==> src/sv/htbp_pkg.sv <==
// ----------------------------------------------------------------------------
// htbp_pkg
// Shared types, constants and helpers for the huffman table bit packer.
// ----------------------------------------------------------------------------
package htbp_pkg;

  localparam int CODE_W           = 16;
  localparam int LEN_IN_W         = 5;
  localparam int SYM_W            = 8;
  localparam int BYTE_W           = 8;
  localparam int PEND_W           = 7;
  localparam int PEND_CNT_W       = 3;
  localparam int MAX_CODE_LEN_DEF = 16;
  localparam int SYMBOL_COUNT_DEF = 256;

  typedef enum logic [1:0] {
    OP_LOAD   = 2'd0,
    OP_ENCODE = 2'd1,
    OP_FLUSH  = 2'd2
  } op_t;

  function automatic int htbp_len_bound(input int max_len);
    return (max_len > CODE_W) ? CODE_W : max_len;
  endfunction

  function automatic int htbp_max_bytes(input int max_len);
    return (PEND_W + htbp_len_bound(max_len)) / BYTE_W;
  endfunction

endpackage

==> src/sv/htbp_fifo.sv <==
// ----------------------------------------------------------------------------
// htbp_fifo
// Output byte queue: takes up to MAX_BYTES bytes per cycle, gives one per
// transaction.
// ----------------------------------------------------------------------------
module htbp_fifo
  import htbp_pkg::*;
#(
  parameter int MAX_CODE_LEN = MAX_CODE_LEN_DEF,
  localparam int MAX_BYTES   = htbp_max_bytes(MAX_CODE_LEN),
  localparam int PN_W        = $clog2(MAX_BYTES + 1),
  localparam int AW          = $clog2(2 * MAX_BYTES),
  localparam int DEPTH       = 2 ** AW,
  localparam int FREE_W      = AW + 1
) (
  input  logic              clk,
  input  logic              rst_n,
  input  logic [PN_W-1:0]   push_n,
  input  logic [BYTE_W-1:0] push_byte [MAX_BYTES],
  input  logic [MAX_BYTES-1:0] push_last,
  output logic [FREE_W-1:0] free,
  output logic              out_valid,
  output logic [BYTE_W-1:0] out_byte,
  output logic              out_last,
  input  logic              out_stall
);

  logic [BYTE_W-1:0] byte_mem [DEPTH];
  logic              last_mem [DEPTH];
  logic [AW-1:0]     wr_ptr_r, rd_ptr_r;
  logic [FREE_W-1:0] count_r;
  logic              pop;

  assign pop       = out_valid && !out_stall;
  assign out_valid = (count_r != '0);
  assign out_byte  = byte_mem[rd_ptr_r];
  assign out_last  = last_mem[rd_ptr_r];
  assign free      = FREE_W'(DEPTH) - count_r;

  always_ff @(posedge clk) begin
    if (!rst_n) begin
      wr_ptr_r <= '0;
      rd_ptr_r <= '0;
      count_r  <= '0;
    end else begin
      wr_ptr_r <= wr_ptr_r + AW'(push_n);
      if (pop) begin
        rd_ptr_r <= rd_ptr_r + 1'b1;
      end
      count_r <= count_r + FREE_W'(push_n) - FREE_W'(pop);
    end
  end

  always_ff @(posedge clk) begin
    for (int k = 0; k < MAX_BYTES; k++) begin
      if (PN_W'(k) < push_n) begin
        byte_mem[wr_ptr_r + AW'(k)] <= push_byte[k];
        last_mem[wr_ptr_r + AW'(k)] <= push_last[k];
      end
    end
  end

endmodule
==> config.mk <==
export PLATFORM = sky130hd
export DESIGN_NAME = htbp_fifo
export DESIGN_NICKNAME = d
export VERILOG_FILES = /design/src/sv/htbp_pkg.sv /design/src/sv/htbp_fifo.sv
export SDC_FILE = /design/constraint.sdc
export NUM_CORES = 1
export LEC_CHECK = 0
export BUFFER_PORTS_ARGS = -buffer_cell sky130_fd_sc_hd__buf_2
export CORE_AREA = 4 4 87 89
export DETAILED_ROUTE_END_ITERATION = 16
export DIE_AREA = 0 0 91 93
export PLACE_DENSITY = 0.58
export SLEW_MARGIN = 20
export SYNTH_ARGS = -nofsm -noshare
export SYNTH_HDL_FRONTEND = slang
export SYNTH_SLANG_ARGS = --single-unit
==> constraint.sdc <==
create_clock -name clk -period 4.05 [get_ports clk]
set_input_delay 1.215 -clock clk [delete_from_list [all_inputs] [get_ports clk]]
set_output_delay 1.215 -clock clk [all_outputs]
set_load 0.02 [all_outputs]
* After elaboration in Yosys (flattened, before gate mapping)
Memories as Yosys holds them, arrays and structs flattened. A register that Yosys moved wholly into a read port is not among the register bits.
Cells that the tools add are included.
** Word-level totals
- Output and inout bits :: 13
- Bits in writable memories :: 36
- Bits in registers :: 7
- Memories :: 2
- Word-level logic and storage cells :: 24
** Memory list
- byte_mem :: depth 4, width 8, read ports 1, clocked after memory_dff 1, wr ports 2, RTL line htbp_fifo.sv:28 : logic [BYTE_W-1:0] byte_mem [DEPTH];
- last_mem :: depth 4, width 1, read ports 1, clocked after memory_dff 1, wr ports 2, RTL line htbp_fifo.sv:29 : logic last_mem [DEPTH];
** Cells by class
- Muxes and demuxes :: 8
- Order comparisons :: 2
- Reductions and logical operators :: 3
- Add/subtract/negate cells :: 6
** Operator list (number)
- 2-bit two-way mux :: 4
- 2-bit by 1-bit adder with 2-bit output, second input constant :: 2
- 1-bit by 2-bit < comparator with 1-bit output, first input constant :: 2
- 1-bit two-way mux :: 4
- 3-bit by 2-bit adder with 3-bit output :: 1
- 3-bit nonzero test :: 1
- 3-bit by 1-bit subtractor with 3-bit output :: 1
- 3-bit subtractor, first input constant :: 1
- 2-bit adder :: 1
- 1-bit logical AND :: 1
- 1-bit logical NOT :: 1

* Depth between registers and ports, before layout
Gate-level depths: netlist of the first run.
- Depth after elaboration :: 4
- Mapped depth :: 10
- Mapped depth without buffers :: 10

* Least setup slack after synthesis of the first run
OpenSTA, ideal clock, no wires.
- Kind :: in2reg
- Start :: input port push_n[1]
- End :: register count_r[2]
- Slack :: 1468 ps
- Required time :: 3985 ps
- Path buffers :: 1
- Data arrival time :: 2517 ps
- Stages :: 7
- Path through :: buf_6 -> inv_1 -> ha_1 -> inv_1 -> fa_1 -> xnor3_1 -> nor2b_1
** On the way
- Word-level cells in the longest chain between the ends :: 2
** Ends and longest elaborated chain
- start, declared :: RTL line htbp_fifo.sv:18 : input logic [PN_W-1:0] push_n,
- 3-bit by 2-bit adder with 3-bit output :: RTL line htbp_fifo.sv:50 : count_r <= count_r + FREE_W'(push_n) - FREE_W'(pop);
- 3-bit by 1-bit subtractor with 3-bit output :: RTL line htbp_fifo.sv:50
- end signal, assigned :: RTL line htbp_fifo.sv:50
- end, declared :: RTL line htbp_fifo.sv:31 : logic [FREE_W-1:0] count_r;
No other way between the ends.
A chain may end at the register's enable or synchronous reset.

==> results of run 1 <==
## final timing paths
path	from	endpoint
setup / recovery	flop	out_byte[6]
hold / removal	rd_ptr_r[1]$_SDFFE_PN0P_	rd_ptr_r[1]$_SDFFE_PN0P_
setup reg to reg	count_r[0]$_SDFF_PN0_	count_r[2]$_SDFF_PN0_
hold reg to reg	rd_ptr_r[1]$_SDFFE_PN0P_	rd_ptr_r[1]$_SDFFE_PN0P_
## state kept, by name (all words and copies together) (netlist names), named ones only
register and flops:
byte_mem 32, rd_ptr_r 2, last_mem 4, count_r 3, wr_ptr_r 2
## metal layers
layer  wire length, um  vias to the layer above  track usage, %  share of wire, %
met2              2340                       35            20.2                51
met4                20                        0            2.39              0.44
met1              2000                      651            13.4                44
met5                 0                        -               0                 0
met3               237                        2            4.42               5.2
li1                  -                      603               -                 -
## worst max-delay path, cell delays in order, from the launching register on
cell and delay, ns:
dfxtp_1 0.75, mux4_2 0.59, buf_2 0.17
## final cells by class
class                      instances  area (um2)  share of cell area [%]
clock buffer                       5        68.8                    2.56
clock inverter                     3        68.8                    2.56
inverter                          10        37.5                    1.40
multi-input combinational         78         961                    35.8
sequential                        45        1260                    46.9
tap                               80         100                    3.72
timing repair buffer              37         190                    7.08
## cells in the final DEF, fill, tap and decap left out, types with 2 or more instances in the layout
cell,instances
mux2_4,10
o21ai_0,2
buf_4,2
mux4_2,9
a21boi_0,2
bufinv_16,2
clkbuf_8,5
buf_2,35
ha_1,6
mux2_2,26
and2_1,3
inv_1,10
dfxtp_1,9
edfxtp_1,36
nor2_1,3
## power breakdown
part           internal [W]  total [W]  switching, W
registers          0.000581   0.000629     0.0000479
clock network      0.000248   0.000405      0.000157
logic              0.000220   0.000461      0.000240
## cell families (layout without fill, tap and decap cells)
family / after synthesis / after routing
buffers and inverters: 17 / 55
AND/OR/NAND/NOR: 16 / 16
flip-flops: 45 / 45
XOR/XNOR: 2 / 2
multiplexers: 46 / 46
AO/OA/AOI/OAI: 7 / 7
adder cells (fa/ha/maj): 7 / 7
## stage by stage
stage,total power (W),cell area (um2),std cells
3_3_place_gp,0.00109,2550,250
5_1_grt,0.00158,2690,258
4_1_cts,0.00152,2690,258
2_1_floorplan,0.000979,2320,140
6_report,0.00150,2690,258
3_5_place_dp,0.00111,2550,250
==> results.json, run 1 <==
{
  "status": "finished, final reports clean",
  "finalHoldViolations": 0,
  "hp-class": "flop to flop",
  "yosysTopAreaCellShare_pct": 46.6,
  "period_share_pct": 74.6,
  "setup_tns_ns": 0,
  "syn_nets": 170,
  "htree_levels": 2,
  "cts_sinks": 45,
  "die_x_um": 91,
  "clk_latency_ns": 0.30,
  "muxShareOfSynthArea_pct": 28.2,
  "worstMarginPinSlew_ns": 1.04,
  "yosys_warnings": 0,
  "grt_pass1_vias": 1463,
  "wl_per_cell_um": 17.8,
  "reg2reg_setup_slack_ns": 1.79,
  "numCtsBuffers": 5,
  "worstSetupStartpointType": "flop",
  "cts_tree": "done",
  "hpwl_um": 3330,
  "fp.dieArea_um2": 8460,
  "finalSetupViolations": 0,
  "synth_xor_area_share_pct": 2.10,
  "synth_area_um2": 2320,
  "io_buffers": 35,
  "synth_compound_gate_area_share_pct": 1.83,
  "path_max_fanout": 9,
  "cp_data_required_time_ns": 2.83,
  "power_density_nw_per_um2": 556,
  "synth_top_family_by_area": "multiplexers",
  "antenna_found_initial": 0,
  "io_pins": 36,
  "clk_pin_slew_worst_paths_ns": 0.08,
  "grt_pass1_wl_um": 7490,
  "synth.most_common_cell": "edfxtp_1",
  "p_leak_nw": 1.07,
  "netlist_instances": 140,
  "wirelength_um": 4590,
  "clockBufferDepth": 2,
  "crit_path_end_kind": "output port",
  "fillers": 629,
  "diodes": 0,
  "max_slew_margin_pct": 30.3,
  "r2r_cells": 10,
  "maxCapViolCount": 0,
  "ys_types": 31,
  "yosys.area.top_type": "edfxtp_1",
  "whs_ns": 0.497,
  "rows": 30,
  "first_pass_iters": 4,
  "gp_congestion": 0.735,
  "initialDrtViolationCount": 48,
  "worst-setup-path-type": "flop to output port",
  "synthTopCellsByCount": "36 x edfxtp_1, 26 x mux2_2, 10 x inv_1, 10 x mux2_4",
  "start_util_pct": 34.4,
  "synth_seq_cells": 45,
  "dpl_worst_slack_ns": 1.17,
  "via_count": 1291,
  "hold_buffers": 0,
  "whs_path_depth": 2,
  "cp.arrival_ns": 1.81,
  "dieHeight_um": 93,
  "fmax_mhz": 331,
  "post-route-util_pct": 39.8,
  "drc": 0,
  "ys_seq_area_share_pct": 54.3,
  "synth_adder_area_share_pct": 4.10,
  "syn_area_per_cell_um2": 16.6,
  "cts_setup_buffers": 0,
  "setup_ws_ns": 1.03,
  "vias_per_cell": 5.00,
  "synth_area_leaders": "edfxtp_1 47%, mux2_2 13%, mux4_2 8.7%, dfxtp_1 7.8%, mux2_4 6.5%",
  "synth_edf_count": 36,
  "cts_resized": 0,
  "syn2layout_area_growth_pct": 15.8,
  "drive_gt1_share_pct": 53.4,
  "synthArstFlopShare_pct": 0,
  "final_max_slew_viol_count": 0,
  "skew_ns": 0.00818,
  "synth_flop_cell": "edfxtp_1",
  "ir_drop_mv": 0.286,
  "finalNetCount": 207,
  "core_area_um2": 6760,
  "grt_max_degree": 16,
  "ant_nets": 0,
  "root_buffer": "clkbuf_8",
  "grt_usage_pct": 11.5,
  "period_needed_ns": 3.02,
  "rsz0062_at_grt": "false",
  "gr-total-overflow": 0,
  "yosys.area_share.simple_pct": 5.12
}
Power figures use the tool's default switching activity.
==> run 2, diff against run 1 <==
- clock period: 4.05 -> 2.8 ns (I/O delays scaled with it)
==> results.json, run 2 (synthesis results as in run 1) <==
{
  "period_share_pct": 85.2,
  "pwr-share-comb_pct": 33.7,
  "grt_max_degree": 15,
  "cts_setup_buffers": 0,
  "p_seq_share_pct": 42.6,
  "status": "finished, final reports clean",
  "diodes": 0,
  "clockBufferDepth": 2,
  "worstPathCellList": "buf_4 -> mux4_2 -> buf_2",
  "cts_tree": "done",
  "hold_buffers": 0,
  "syn2layout_area_growth_pct": 16.3,
  "critPathSlowestCell": "mux4_2",
  "p_switching_w": 0.000631,
  "final_max_slew_viol_count": 0,
  "start_util_pct": 34.4,
  "cts_resized": 0,
  "skew_ns": 0.00783,
  "ant_nets": 0,
  "cpPeakStageDelay_ns": 0.54,
  "htree_levels": 2,
  "largest_reg_flops": 32,
  "initialDrtViolationCount": 53,
  "seq_area_um2": 1260,
  "reg_top3": "byte_mem: 32 flops, last_mem: 4 flops, count_r: 3 flops",
  "r2r_cells": 10,
  "drc": 0,
  "io_buffers": 35,
  "dpl_worst_slack_ns": 0.387,
  "post-route-util_pct": 39.9,
  "power_density_nw_per_um2": 767,
  "total_power_w": 0.00207,
  "cp_num_buf_inv": 2,
  "cp_top_family": "multiplexers",
  "period_needed_ns": 2.39,
  "dieHeight_um": 93,
  "worstMarginPinSlew_ns": 0.519,
  "crit_path_end_kind": "output port",
  "worst-setup-path-type": "flop to output port",
  "ir_drop_mv": 0.461,
  "finalSetupViolations": 0,
  "whs_path_depth": 2,
  "maxCapViolCount": 0,
  "cts_sinks": 45,
  "gp_congestion": 0.738,
  "gr-total-overflow": 0,
  "clk_latency_ns": 0.30,
  "p_clk_share_pct": 23.6,
  "regMostFlops": "byte_mem",
  "multi_input_area_um2": 961,
  "fillers": 627,
  "core_area_um2": 6760,
  "cp_data_required_time_ns": 1.96,
  "setup_tns_ns": 0,
  "numCtsBuffers": 5,
  "setup_ws_ns": 0.413,
  "vias_per_cell": 4.85,
  "root_buffer": "clkbuf_8",
  "max_slew_margin_pct": 65.4,
  "reg2reg_setup_slack_ns": 0.57,
  "clk_pin_slew_worst_paths_ns": 0.08,
  "fmax_mhz": 419,
  "via_count": 1276,
  "reg2reg_from": "count_r[0]$_SDFF_PN0_",
  "grt_usage_pct": 11.5,
  "min_from": "rd_ptr_r[1]$_SDFFE_PN0P_",
  "final_common_cell": "edfxtp_1",
  "worstSetupStartpointType": "flop",
  "grt_pass1_wl_um": 7370,
  "antenna_found_initial": 0,
  "finalHoldViolations": 0,
  "grt_pass1_vias": 1534,
  "rows": 30,
  "hpwl_um": 3120,
  "r2r_end": "count_r[2]$_SDFF_PN0_",
  "hp-class": "flop to flop",
  "first_pass_iters": 4,
  "p_leak_nw": 1.08,
  "fp.dieArea_um2": 8460,
  "wl_per_cell_um": 17.0,
  "cp.arrival_ns": 1.55,
  "die_x_um": 91,
  "rsz0062_at_grt": "false",
  "drive_gt1_share_pct": 54.1,
  "finalNetCount": 212,
  "wirelength_um": 4480,
  "path_max_fanout": 9,
  "io_pins": 36,
  "swShare_pct": 30.5,
  "final_cell_mix": "36 x edfxtp_1, 35 x buf_2, 26 x mux2_2, 10 x mux2_4, 10 x inv_1",
  "internal-power_w": 0.00144,
  "hold_end": "rd_ptr_r[1]$_SDFFE_PN0P_"
}
==> run 2: changes by cell type in the layout (fill, tap and decap cells not counted), sizes merged <==
cell	change
bufinv	-1
clkinv	+1
buf	+5
clkbuf	+1
inv	-1
==> run 2: layout make-up <==
class                      instances  share of cell area (%)
inverter                          10                    1.39
timing repair buffer              42                    8.44
multi-input combinational         78                    35.6
clock buffer                       6                    2.69
tap                               80                    3.71
clock inverter                     2                    1.44
sequential                        45                    46.7
==> run 2: metal layers <==
| metal | GRT usage [%] | wire length [um] | vias up |
|---|---|---|---|
| met5 | 0 | 0 | - |
| met4 | 4.52 | 89 | 0 |
| met3 | 3.62 | 275 | 9 |
| met2 | 20.2 | 2280 | 43 |
| met1 | 13.1 | 1840 | 608 |
| li1 | - | - | 616 |
==> run 2: per-stage QoR <==
stage	area, um2	std cells	hold slack (ns)
4_1_cts	2700	263	0.504
2_1_floorplan	2320	140	0.445
3_3_place_gp	2590	255	0.477
5_1_grt	2700	263	0.552
6_report	2700	263	0.495
3_5_place_dp	2590	255	0.489
==> run 2: power groups by stage <==
| stage | Combinational, W | Clock (W) | Sequential (W) |
|---|---|---|---|
| CTS | 0.000714 | 0.000503 | 0.000885 |
| detailed placement | 0.000712 | 0 | 0.000900 |
| finish | 0.000698 | 0.000489 | 0.000883 |
| global route | 0.000781 | 0.000538 | 0.000894 |
| global placement | 0.000693 | 0 | 0.000894 |
| floorplan | 0.000541 | 0 | 0.000876 |
==> run 2: how the worst max path moves through the flow <==
stage                   start                    end  slack (ns)  cells past startpoint
floorplan           push_n[1]  count_r[2]$_SDFF_PN0_        0.59                      7
global placement    out_stall  count_r[2]$_SDFF_PN0_        0.47                      8
detailed placement  out_stall  count_r[2]$_SDFF_PN0_        0.39                      8
CTS                      flop            out_byte[4]        0.38                      3
global route             flop            out_byte[4]        0.34                      3
finish                   flop            out_byte[4]        0.41                      3
==> run 2: worst reg2reg max path, stage by stage (launching register included) <==
cell and delay (ns):
dfxtp_1 0.32, inv_1 0.08, ha_1 0.15, ha_1 0.22, nor2_1 0.07, ha_1 0.26, inv_1 0.04, ha_1 0.18
fa_1 0.39, xnor3_1 0.34, nor2b_1 0.11
