==> config.mk <==
export PLATFORM = sky130hd
export DESIGN_NAME = htbp_pack
export DESIGN_NICKNAME = d
export VERILOG_FILES = /design/src/sv/htbp_pkg.sv /design/src/sv/htbp_pack.sv
export SDC_FILE = /design/constraint.sdc
export NUM_CORES = 1
export LEC_CHECK = 0
export BUFFER_PORTS_ARGS = -buffer_cell sky130_fd_sc_hd__buf_2
export CAP_MARGIN = 25
export CORE_MARGIN = 1.5
export CORE_UTILIZATION = 60
export DETAILED_ROUTE_END_ITERATION = 16
export PLACE_DENSITY = 0.83
export SKIP_CTS_REPAIR_TIMING = 1
export SYNTH_ARGS = -nofsm -noshare
export SYNTH_HDL_FRONTEND = slang
export SYNTH_SLANG_ARGS = --single-unit
==> constraint.sdc <==
create_clock -name clk -period 5 [get_ports clk]
set_input_delay 0.75 -clock clk [delete_from_list [all_inputs] [get_ports clk]]
set_output_delay 0.75 -clock clk [all_outputs]
set_load 0.01 [all_outputs]
==> src/sv/htbp_pkg.sv <==
// ----------------------------------------------------------------------------
// htbp_pkg
// Shared types, constants and helpers for the huffman table bit packer.
// ----------------------------------------------------------------------------
package htbp_pkg;

  localparam int CODE_W           = 16;
  localparam int LEN_IN_W         = 5;
  localparam int SYM_W            = 8;
  localparam int BYTE_W           = 8;
  localparam int PEND_W           = 7;
  localparam int PEND_CNT_W       = 3;
  localparam int MAX_CODE_LEN_DEF = 16;
  localparam int SYMBOL_COUNT_DEF = 256;

  typedef enum logic [1:0] {
    OP_LOAD   = 2'd0,
    OP_ENCODE = 2'd1,
    OP_FLUSH  = 2'd2
  } op_t;

  function automatic int htbp_len_bound(input int max_len);
    return (max_len > CODE_W) ? CODE_W : max_len;
  endfunction

  function automatic int htbp_max_bytes(input int max_len);
    return (PEND_W + htbp_len_bound(max_len)) / BYTE_W;
  endfunction

endpackage

==> src/sv/htbp_pack.sv <==
// ----------------------------------------------------------------------------
// htbp_pack
// Lookup result stage: merges the code with the pending bits, splits off
// whole bytes and keeps the partial byte; a flush pads and sends it.
// ----------------------------------------------------------------------------
module htbp_pack
  import htbp_pkg::*;
#(
  parameter int MAX_CODE_LEN = MAX_CODE_LEN_DEF,
  localparam int LEN_BOUND   = htbp_len_bound(MAX_CODE_LEN),
  localparam int LEN_MW      = $clog2(LEN_BOUND + 1),
  localparam int ACC_W       = PEND_W + LEN_BOUND,
  localparam int CNT_W       = $clog2(ACC_W + 1),
  localparam int MAX_BYTES   = htbp_max_bytes(MAX_CODE_LEN),
  localparam int PN_W        = $clog2(MAX_BYTES + 1),
  localparam int FREE_W      = $clog2(2 * MAX_BYTES) + 1
) (
  input  logic              clk,
  input  logic              rst_n,
  input  logic              load,
  input  op_t               op,
  input  logic              sym_ok,
  input  logic [CODE_W-1:0] rd_code,
  input  logic [LEN_MW-1:0] rd_len,
  input  logic [FREE_W-1:0] fifo_free,
  output logic              ready,
  output logic [PN_W-1:0]   push_n,
  output logic [BYTE_W-1:0] push_byte [MAX_BYTES],
  output logic [MAX_BYTES-1:0] push_last
);

  logic                  s1_valid_r;
  op_t                   s1_op_r;
  logic                  s1_sym_ok_r;
  logic [PEND_W-1:0]     pend_bits_r, pend_bits_nxt;
  logic [PEND_CNT_W-1:0] pend_cnt_r, pend_cnt_nxt;
  logic                  go;
  logic [LEN_MW-1:0]     len;
  logic [CODE_W-1:0]     code_masked;
  logic [ACC_W-1:0]      acc;
  logic [CNT_W-1:0]      cnt;
  logic [CNT_W-1:0]      shamt;
  logic [PN_W-1:0]       nbytes;
  logic [PEND_CNT_W-1:0] rem;
  logic [BYTE_W-1:0]     flush_byte;

  assign go    = s1_valid_r && (fifo_free >= FREE_W'(MAX_BYTES));
  assign ready = !s1_valid_r || go;

  always_ff @(posedge clk) begin
    if (!rst_n) begin
      s1_valid_r  <= 1'b0;
      pend_bits_r <= '0;
      pend_cnt_r  <= '0;
    end else begin
      if (load) begin
        s1_valid_r <= 1'b1;
      end else if (go) begin
        s1_valid_r <= 1'b0;
      end
      if (go) begin
        pend_bits_r <= pend_bits_nxt;
        pend_cnt_r  <= pend_cnt_nxt;
      end
    end
  end

  always_ff @(posedge clk) begin
    if (load) begin
      s1_op_r     <= op;
      s1_sym_ok_r <= sym_ok;
    end
  end

  always_comb begin
    len         = s1_sym_ok_r ? rd_len : '0;
    code_masked = rd_code & ~({CODE_W{1'b1}} << len);
    acc         = (ACC_W'(pend_bits_r) << len) | ACC_W'(code_masked);
    cnt         = CNT_W'(pend_cnt_r) + CNT_W'(len);
    nbytes      = PN_W'(cnt >> 3);
    rem         = cnt[PEND_CNT_W-1:0];
    flush_byte  = BYTE_W'({1'b0, pend_bits_r} << (4'd8 - {1'b0, pend_cnt_r}));

    pend_bits_nxt = pend_bits_r;
    pend_cnt_nxt  = pend_cnt_r;
    push_n        = '0;
    push_last     = '0;
    for (int k = 0; k < MAX_BYTES; k++) begin
      shamt        = cnt - CNT_W'(BYTE_W * (k + 1));
      push_byte[k] = BYTE_W'(acc >> shamt);
    end

    case (s1_op_r)
      OP_ENCODE: begin
        if (len != '0) begin
          push_n        = nbytes;
          pend_bits_nxt = PEND_W'(acc) & ~({PEND_W{1'b1}} << rem);
          pend_cnt_nxt  = rem;
          for (int k = 0; k < MAX_BYTES; k++) begin
            push_last[k] = (PN_W'(k + 1) == nbytes);
          end
        end
      end
      OP_FLUSH: begin
        if (pend_cnt_r != '0) begin
          push_n       = PN_W'(1);
          push_byte[0] = flush_byte;
          push_last    = MAX_BYTES'(1);
        end
        pend_bits_nxt = '0;
        pend_cnt_nxt  = '0;
      end
      default: begin
      end
    endcase

    if (!go) begin
      push_n = '0;
    end
  end

endmodule

; Yosys cells after proc, flatten, opt, wreduce, memory -nomap -nowiden
; Cells that the tools add are included.
[totals]
romBits = 0
inputBits = 30
ramBits = 0
latchBits = 0
elab_cells = 49
memories = 0
out_inout_bits = 21
reg_bits = 14
[op_classes]
n_mux = 15
eq_ne = 5
add_sub_neg = 4
n_div = 0
multipliers = 0
n_shift = 6
n_reduce_logical = 8
bitwise_logic = 5
magnitude_cmp = 1
[ops]
columns = op, count
row1 = 23-bit by 5-bit >> shifter with 8-bit output, 2
row2 = 23-bit by 16-bit OR with 23-bit output, 1
row3 = 7-bit by 5-bit left shift with 23-bit output, 1
row4 = 16-bit bitwise AND, 1
row5 = 8-bit two-way mux, 2
row6 = 16-bit NOT, 1
row7 = "16-bit by 5-bit left shift with 16-bit output, first input constant", 1
row8 = 7-bit case mux with 2 select lines, 1
row9 = 2-bit case mux with 2 select lines, 2
row10 = 7-bit by 4-bit left shift with 8-bit output, 1
row11 = 7-bit bitwise AND, 1
row12 = 7-bit two-way mux, 1
row13 = 7-bit NOT, 1
row14 = "7-bit by 3-bit left shift with 7-bit output, first input constant", 1
row15 = 2-bit two-way mux, 3
row16 = 3-bit case mux with 2 select lines, 1
row17 = 3-bit by 5-bit adder with 5-bit output, 1
row18 = 5-bit two-way mux, 1
row19 = 5-bit nonzero test, 1
row20 = "5-bit by 4-bit subtractor with 5-bit output, second input constant", 1
row21 = "5-bit subtractor, second input constant", 1
row22 = 2-bit nonzero test, 2
row23 = "4-bit by 3-bit subtractor with 4-bit output, first input constant", 1
row24 = "3-bit by 2-bit >= comparator with 1-bit output, second input constant", 1
row25 = 12 further kinds, 14

; Logic depth before layout (Yosys ltp)
; Gate-level depths: netlist of the first run.
[logic_depth]
depth_word = 8
depth_mapped = 16
depth_no_buf = 13

; Worst setup path after synthesis of the first run
; No wires, ideal clock.
[synth_path]
path_kind = input to output
from = input rd_len[1]
to = output push_byte[13] in the netlist's numbering
arrival_time_ns = 3.649
slack_ns = 0.601
cell_stages = 15
n_path_buf = 2
required_time_ns = 4.250
cell_sequence = and2_1 buf_2 xnor2_1 ha_1 a31o_2 maj3_1 a21boi_0 o21a_1 inv_1 ha_1 clkbuf_1 nand4_1 o21ai_0 o311ai_1 a22oi_1
[synth_rtl]
columns = element, line_no
row1 = start: declaration, htbp_pack.sv:24  ; input logic [LEN_MW-1:0] rd_len,
row2 = end: declaration, htbp_pack.sv:28  ; output logic [BYTE_W-1:0] push_byte [MAX_BYTES],

==> results of run 1 <==
[Yosys cell counts, types with 6 or more instances]
master	number	share of area (%)
nor3_1	18	2.5
nand2_1	49	5.0
o21a_1	6	1.2
a22oi_1	6	1.2
inv_1	12	1.2
dfxtp_1	11	6.0
mux2_2	7	2.2
a21oi_1	21	2.9
buf_2	18	2.5
nor2_1	37	3.8
o211ai_1	22	4.5
nor2b_1	9	1.5
o31ai_1	9	1.8
clkbuf_1	24	2.5
mux4_2	7	4.3
ha_1	7	2.4
mux2i_1	15	4.1
nand2b_1	6	1.0
o22ai_1	15	2.6
a21boi_0	8	1.6
o21ai_0	27	3.7
o221ai_1	14	3.4
nand3_1	19	2.6
nand4_1	7	1.2
and2_1	8	1.4
and3_1	7	1.2
[worst reg2reg max path: stages (launching register included)]
cell,delay [ns]
edfxtp_1,0.55
and2_2,0.33
xnor2_1,0.16
ha_1,0.24
o311ai_2,0.39
xnor2_1,0.11
buf_4,0.22
nor3_1,0.54
a22oi_1,0.17
nor2b_1,0.24
[per-stage QoR]
step	total power, mW	hold slack, ns	setup slack [ns]
floorplan	0.369	0.483	0.601
global placement	0.454	0.521	0.388
global route	0.594	0.574	0.0528
CTS	0.553	0.564	0.239
detailed placement	0.458	0.551	0.335
finish	0.568	0.580	0.219
[area by class of cell]
type	instances	area [sq um]
clock inverters	1	3.75
well taps	75	93.8
clock buffers	3	41.3
multi-input cells	432	3040
flip-flops and latches	14	310
repair buffers	63	350
inverters	13	48.8
fillers	505	1990
[sequential cells by signal, indices dropped and copies added, names as in the netlist]
signal	cells
s1_op_r	2
s1_sym_ok_r	1
s1_valid_r	1
pend_bits_r	7
pend_cnt_r	3
[power breakdown]
group          internal, mW  switching, mW  leakage (nW)
logic                 0.124          0.225          1.25
registers             0.119        0.00481         0.118
clock network        0.0544         0.0408        0.0231
[kinds of logic after synthesis]
family,Yosys count
AOI/OAI and AO/OA,197
and+or+nand+nor,191
DFF,14
buffers and inverters,64
muxes,30
adders and majority gates,8
xor gates and xnor gates,6
[layer usage]
layer | share of wire [%] | GRT usage (%) | wire (um) | vias up
li1 | - | - | - | 2044
met5 | 0 | 0 | 0 | -
met3 | 12 | 6.52 | 1630 | 59
met1 | 40 | 57.9 | 5450 | 2122
met2 | 44 | 64.8 | 6070 | 385
met4 | 3.7 | 14.8 | 512 | 0
[how the worst min path moves through the flow]
stage / end / slack, ns / cells after the start
finish: pend_bits_r[6] / 0.58 / 2
CTS: pend_bits_r[6] / 0.56 / 2
floorplan: pend_bits_r[6] / 0.48 / 2
global placement: s1_valid_r / 0.52 / 2
global route: pend_bits_r[6] / 0.57 / 2
detailed placement: s1_valid_r / 0.55 / 2
[cell usage in the layout, fill, tap and decap left out, types with 5 or more instances in the layout]
cell type,n
a32oi_1,5
mux4_2,7
o31ai_1,9
inv_1,12
a21oi_1,21
o211ai_1,22
and2_1,7
dfxtp_1,11
nor3_1,18
and3_1,7
nand2b_1,6
o21a_1,6
o22ai_1,15
a31oi_1,5
mux2i_1,15
a21boi_0,8
nor2_1,37
mux2_2,7
nand4_1,7
o21ai_0,27
nor2b_1,9
o221ai_1,14
ha_1,7
buf_2,49
buf_4,14
a22oi_1,6
nand3_1,19
nand2_1,49
==> metrics.md, run 1 <==
| Metric | Value |
|---|---|
| Synthesized-area fraction occupied by xor and xnor cells | `1.64%` |
| Gr ovfl total | `0` |
| Slew HR | `29.3%` |
| Hold path start | `pend_bits_r[6]` |
| Crit start category | `flip-flop` |
| Residual DRC | `0` |
| WP data required | `4.25 ns` |
| Status | `finished, final reports clean` |
| Largest fanout on the critical path | `11` |
| Core region area | `just under 6000 sq um` |
| Worst R2R Path Depth | `9` |
| Layout area overhead | `6.54%` |
| VDD IR max | `0.197 mV` |
| Initial cell density of the core | `~62%` |
| Synth unique cells | `88` |
| Fin Setup TNS | `0 ns` |
| Compound-gate portion of the synthesized area | `40.6%` |
| ANT nets after route | `0` |
| FF-to-FF setup slack | `just under 2 ns` |
| Skew-Pair Late Insertion Delay | `0.25 ns` |
| Synth Area in Adders | `2.67%` |
| Post-synthesis mux area share | `11.0%` |
| Syn avg cell area | `~7.2 sq um` |
| Initial antenna violation count | `0` |
| Instance count on the critical path | `14` |
| P_leak | `1.39 nW` |
| Area after DPL | `~3800 sq um` |
| Post-synth EDFFs | `3` |
| I/O Pins | `51` |
| Sink Count | `14` |
| Largest net degree at the start of global routing | `45` |
| Inst Count DP | `597` |
| # port buffers | `49` |
| Post-Route Skew | `0.00724 ns` |
| Vias | `4610` |
| F_max | `between 200 and 250 MHz` |
| CTS max path bufs | `2` |
| Largest family of logic cells by synthesized area | `compound AO/OA/AOI/OAI gates` |
| Rows | `28` |
| Layout Cells excl Fill | `601` |
| Register bit total from synthesis | `14` |
| Routed WL | `13700 um` |
| CTS tree | `built` |
| Mapped Nets | `547` |
| CP delay by family, top | `compound AO/OA/AOI/OAI gates` |
| Placer Congestion | `1.01` |
| Total global-route track usage | `41.7%` |
| Most used DFF post-synth | `dfxtp_1` |
| Worst path most repeated cell | `ha_1` |
| Clk pin slew, worst setup/hold paths | `0.06 ns` |
| Setup crit end kind | `primary output` |
| First-pass GRT wire length | `21000 um` |
| Vias in the first global route | `slightly below 4k` |
| Mapped Area | `3650 sq um` |
| H-tree Lvls | `1` |
| Slew Limit Fails | `0` |
| Post-DR wirelength/cell | `22.7 um` |
| Layout Nets | `564` |
| Pwr/cell area | `146 nW/um^2` |
| Slowest-stage cell, CP | `edfxtp_1` |
| Layout cells sized above 1 | `19.8%` |
| Die ar. | `6560 sq um` |
| Final hold vios | `0` |
| Die width | `81.0 um` |
| Vias/cell | `7.67` |
| R2R Path Start | `s1_sym_ok_r` |
| Syn Inst Count | `510` |
| Fin area | `3890 sq um` |
| Crit-path cells | `and2_2, xnor2_1, ha_1, a31o_2, maj3_1, a21boi_0, o21a_1, inv_1, ha_1, nand4_1, o21ai_0, o311ai_1, a22oi_1, buf_2` |
| Simple-gate share of the synthesized area | `a little over a quarter` |
| RSZ-0062 raised after global routing | `no` |
| Crit path DAT | `4.03 ns` |
| Asr flop ratio synth | `0%` |
| Fin crit share | `95.6%` |
| Yosys warning total | `0` |
| Least-Margin Pin Slew | `~1.1 ns` |
| Layout Utilization | `about two thirds` |
| Critical Setup Path Class | `flip-flop to primary output` |
| DRT iter0 DRCs | `slightly below 700` |
| Hold/Removal Path Class | `flip-flop to flip-flop` |
| Final setup vio count | `0` |
| RR Endpoint | `pend_bits_r[3]` |
| CP max stage delay | `0.55 ns` |
| Critical Path End | `push_byte[13]` |
| Drt first pass iters | `6` |
| Max Cap Viol | `0` |
| Post-synthesis sequential area ratio | `8.50%` |
| Critical path buffers and inverters | `2` |
| Root buf cell | `clkbuf_8` |
| Cts bufs inserted | `3` |
| Critical path origin | `s1_sym_ok_r` |
| Crit path time final | `4.78 ns` |
| ANT cells | `0` |
| HPWL Detailed | `10000 um` |
| Die H | `81.0 um` |
No activity file was read; power rests on OpenSTA's default activity.
==> inputs of run 2 (changes only) <==
REMOVE_ABC_BUFFERS = 1   (was not set)
==> metrics.md, run 2 (synthesized netlist as in run 1, its figures left out) <==
| Metric | Value |
|---|---|
| Largest net degree at the start of global routing | `51 (+13%)` |
| Drt first pass iters | `6 (unchanged)` |
| Layout Nets | `564 (unchanged)` |
| Net Sw Frac | `46.5% (-1.1 points)` |
| Most frequent cells in the layout | `nand2_1, buf_2, nor2_1` |
| Root buf cell | `clkbuf_8` |
| Post-Route Skew | `0.00288 ns (-0.00436 ns)` |
| Pwr Total | `0.586 mW (+3.2%)` |
| ANT cells | `0 (unchanged)` |
| WP data required | `4.25 ns (about the same)` |
| VDD IR max | `0.272 mV (+38%)` |
| Crit path time final | `4.77 ns (-0.0147 ns)` |
| Sink Count | `14 (unchanged)` |
| Number of flip-flops in the largest register | `7 (unchanged)` |
| Skew-Pair Late Insertion Delay | `0.25 ns (about the same)` |
| Initial antenna violation count | `0 (unchanged)` |
| Setup crit end kind | `primary output` |
| Clock power share | `19.2% (+2.4 points)` |
| P_leak | `1.39 nW (+0.40%)` |
| Final setup vio count | `0 (unchanged)` |
| Clk pin slew, worst setup/hold paths | `0.06 ns (about the same)` |
| CTS max path bufs | `2 (unchanged)` |
| Total global-route track usage | `41.6% (-0.059 points)` |
| Vias | `4655 (+0.98%)` |
| First-pass GRT wire length | `21000 um (-0.29%)` |
| Largest fanout on the critical path | `11 (unchanged)` |
| DRT iter0 DRCs | `582 (-16%)` |
| Hold WS | `0.554 ns (-0.0259 ns)` |
| Pwr/cell area | `150 nW/um^2 (+2.9%)` |
| Fin Setup TNS | `0 ns (unchanged)` |
| Core region area | `5890 sq um (unchanged)` |
| CTS tree | `built` |
| Die ar. | `6560 sq um (unchanged)` |
| Fin crit share | `95.3% (-0.29 points)` |
| Post-DR wirelength/cell | `22.9 um (+0.49%)` |
| Residual DRC | `0 (unchanged)` |
| Setup ws final | `0.233 ns (+0.0147 ns)` |
| Largest Register | `pend_bits_r` |
| Routed WL | `13700 um (+0.49%)` |
| Rows | `28 (unchanged)` |
| Inst Count DP | `597 (unchanged)` |
| Hold path start | `s1_valid_r` |
| HPWL Detailed | `10100 um (+0.44%)` |
| Layout cells sized above 1 | `20.3% (+0.57 points)` |
| Design internal power | `0.314 mW (+5.3%)` |
| Die width | `81.0 um (unchanged)` |
| Layout area overhead | `6.92%` |
| Die H | `81.0 um (unchanged)` |
| Least-Margin Pin Slew | `0.893 ns (-0.162 ns)` |
| # port buffers | `49 (unchanged)` |
| Gr ovfl total | `0 (unchanged)` |
| ANT nets after route | `0 (unchanged)` |
| Crit path DAT | `4.02 ns (about the same)` |
| H-tree Lvls | `1 (unchanged)` |
| R2R Path Start | `s1_sym_ok_r` |
| Crit start category | `input pin` |
| Cts bufs inserted | `3 (unchanged)` |
| Layout Cells excl Fill | `601 (unchanged)` |
| Pre-CTS setup slack | `0.0932 ns (-0.242 ns)` |
| Final hold vios | `0 (unchanged)` |
| Sequential power share | `20.9% (-0.9 points)` |
| Vias in the first global route | `4059 (+2.2%)` |
| Sw power | `0.273 mW (+0.87%)` |
| Initial cell density of the core | `62.1% (unchanged)` |
| Critical path origin | `rd_len[1]` |
| Vias/cell | `7.75 (+0.98%)` |
| Slew HR | `40.1% (+11 points)` |
| Status | `finished, final reports clean` |
| I/O Pins | `51 (unchanged)` |
| F_max | `210 MHz (+0.31%)` |
| Slew Limit Fails | `0 (unchanged)` |
| Max Cap Viol | `0 (unchanged)` |
| Placer Congestion | `1.05 (+3.1%)` |
| Top Registers | `pend_bits_r: 7 flops, pend_cnt_r: 3 flops, s1_op_r: 2 flops` |
| RSZ-0062 raised after global routing | `no` |
| Combinational Power Share | `59.9% (-1.6 points)` |
| Critical Setup Path Class | `input pin to primary output` |
| Hold/Removal Path Class | `flip-flop to flip-flop` |
==> run 2: cell types whose count changed in the layout (fill, tap and decap cells not counted) <==
cell / before / now
clkinv_1: 2 / 1
o21a_1: 6 / 5
o21a_2: 0 / 1
ha_2: 0 / 1
clkbuf_8: 3 / 4
ha_1: 7 / 6
==> run 2: path summary, 6_finish.rpt <==
kind | end | cells after the start | slack (ns)
min reg2reg | s1_valid_r | 2 | 0.55
max | push_byte[13] | 15 | 0.23
min | s1_valid_r | 2 | 0.55
max reg2reg | pend_bits_r[6] | 9 | 1.82
==> run 2: power by group through the flow <==
stage / combinational (mW) / sequential [mW] / clock (mW)
finish: 0.351 / 0.123 / 0.112
global route: 0.374 / 0.123 / 0.117
CTS: 0.338 / 0.122 / 0.113
detailed placement: 0.335 / 0.125 / 0
global placement: 0.330 / 0.125 / 0
floorplan: 0.212 / 0.129 / 0
==> run 2: metrics by stage <==
| step | util (%) | area (sq um) |
|---|---|---|
| final | 66.3 | 3910 |
| after global routing | 66.3 | 3910 |
| after CTS | 66.3 | 3900 |
| after detailed placement | 65.3 | 3840 |
| after global placement | 65.3 | 3840 |
| after floorplan | - | 3390 |
==> run 2: area by class of cell <==
type | instances | area (sq um)
Clock buffer | 4 | 55.1
Fill cell | 540 | 1980
Inverter | 13 | 48.8
Multi-Input combinational cell | 432 | 3050
Sequential cell | 14 | 310
Tap cell | 75 | 93.8
Timing Repair Buffer | 63 | 350
==> run 2: critical path, cell delays in order <==
cell	delay (ns)
buf_2	0.10
and2_2	0.25
xnor2_1	0.15
ha_1	0.24
a31o_2	0.22
maj3_1	0.39
a21boi_0	0.19
o21a_2	0.26
inv_1	0.14
ha_2	0.46
nand4_1	0.17
o21ai_0	0.19
o311ai_1	0.12
a22oi_1	0.20
buf_2	0.16
==> run 2: per-layer routing <==
metal	routed length [um]	vias to the layer above	GRT usage, %
met5	0	-	0
met4	690	0	20.5
met3	1580	63	7.64
met2	6070	360	64.6
met1	5390	2182	55.1
li1	-	2050	-
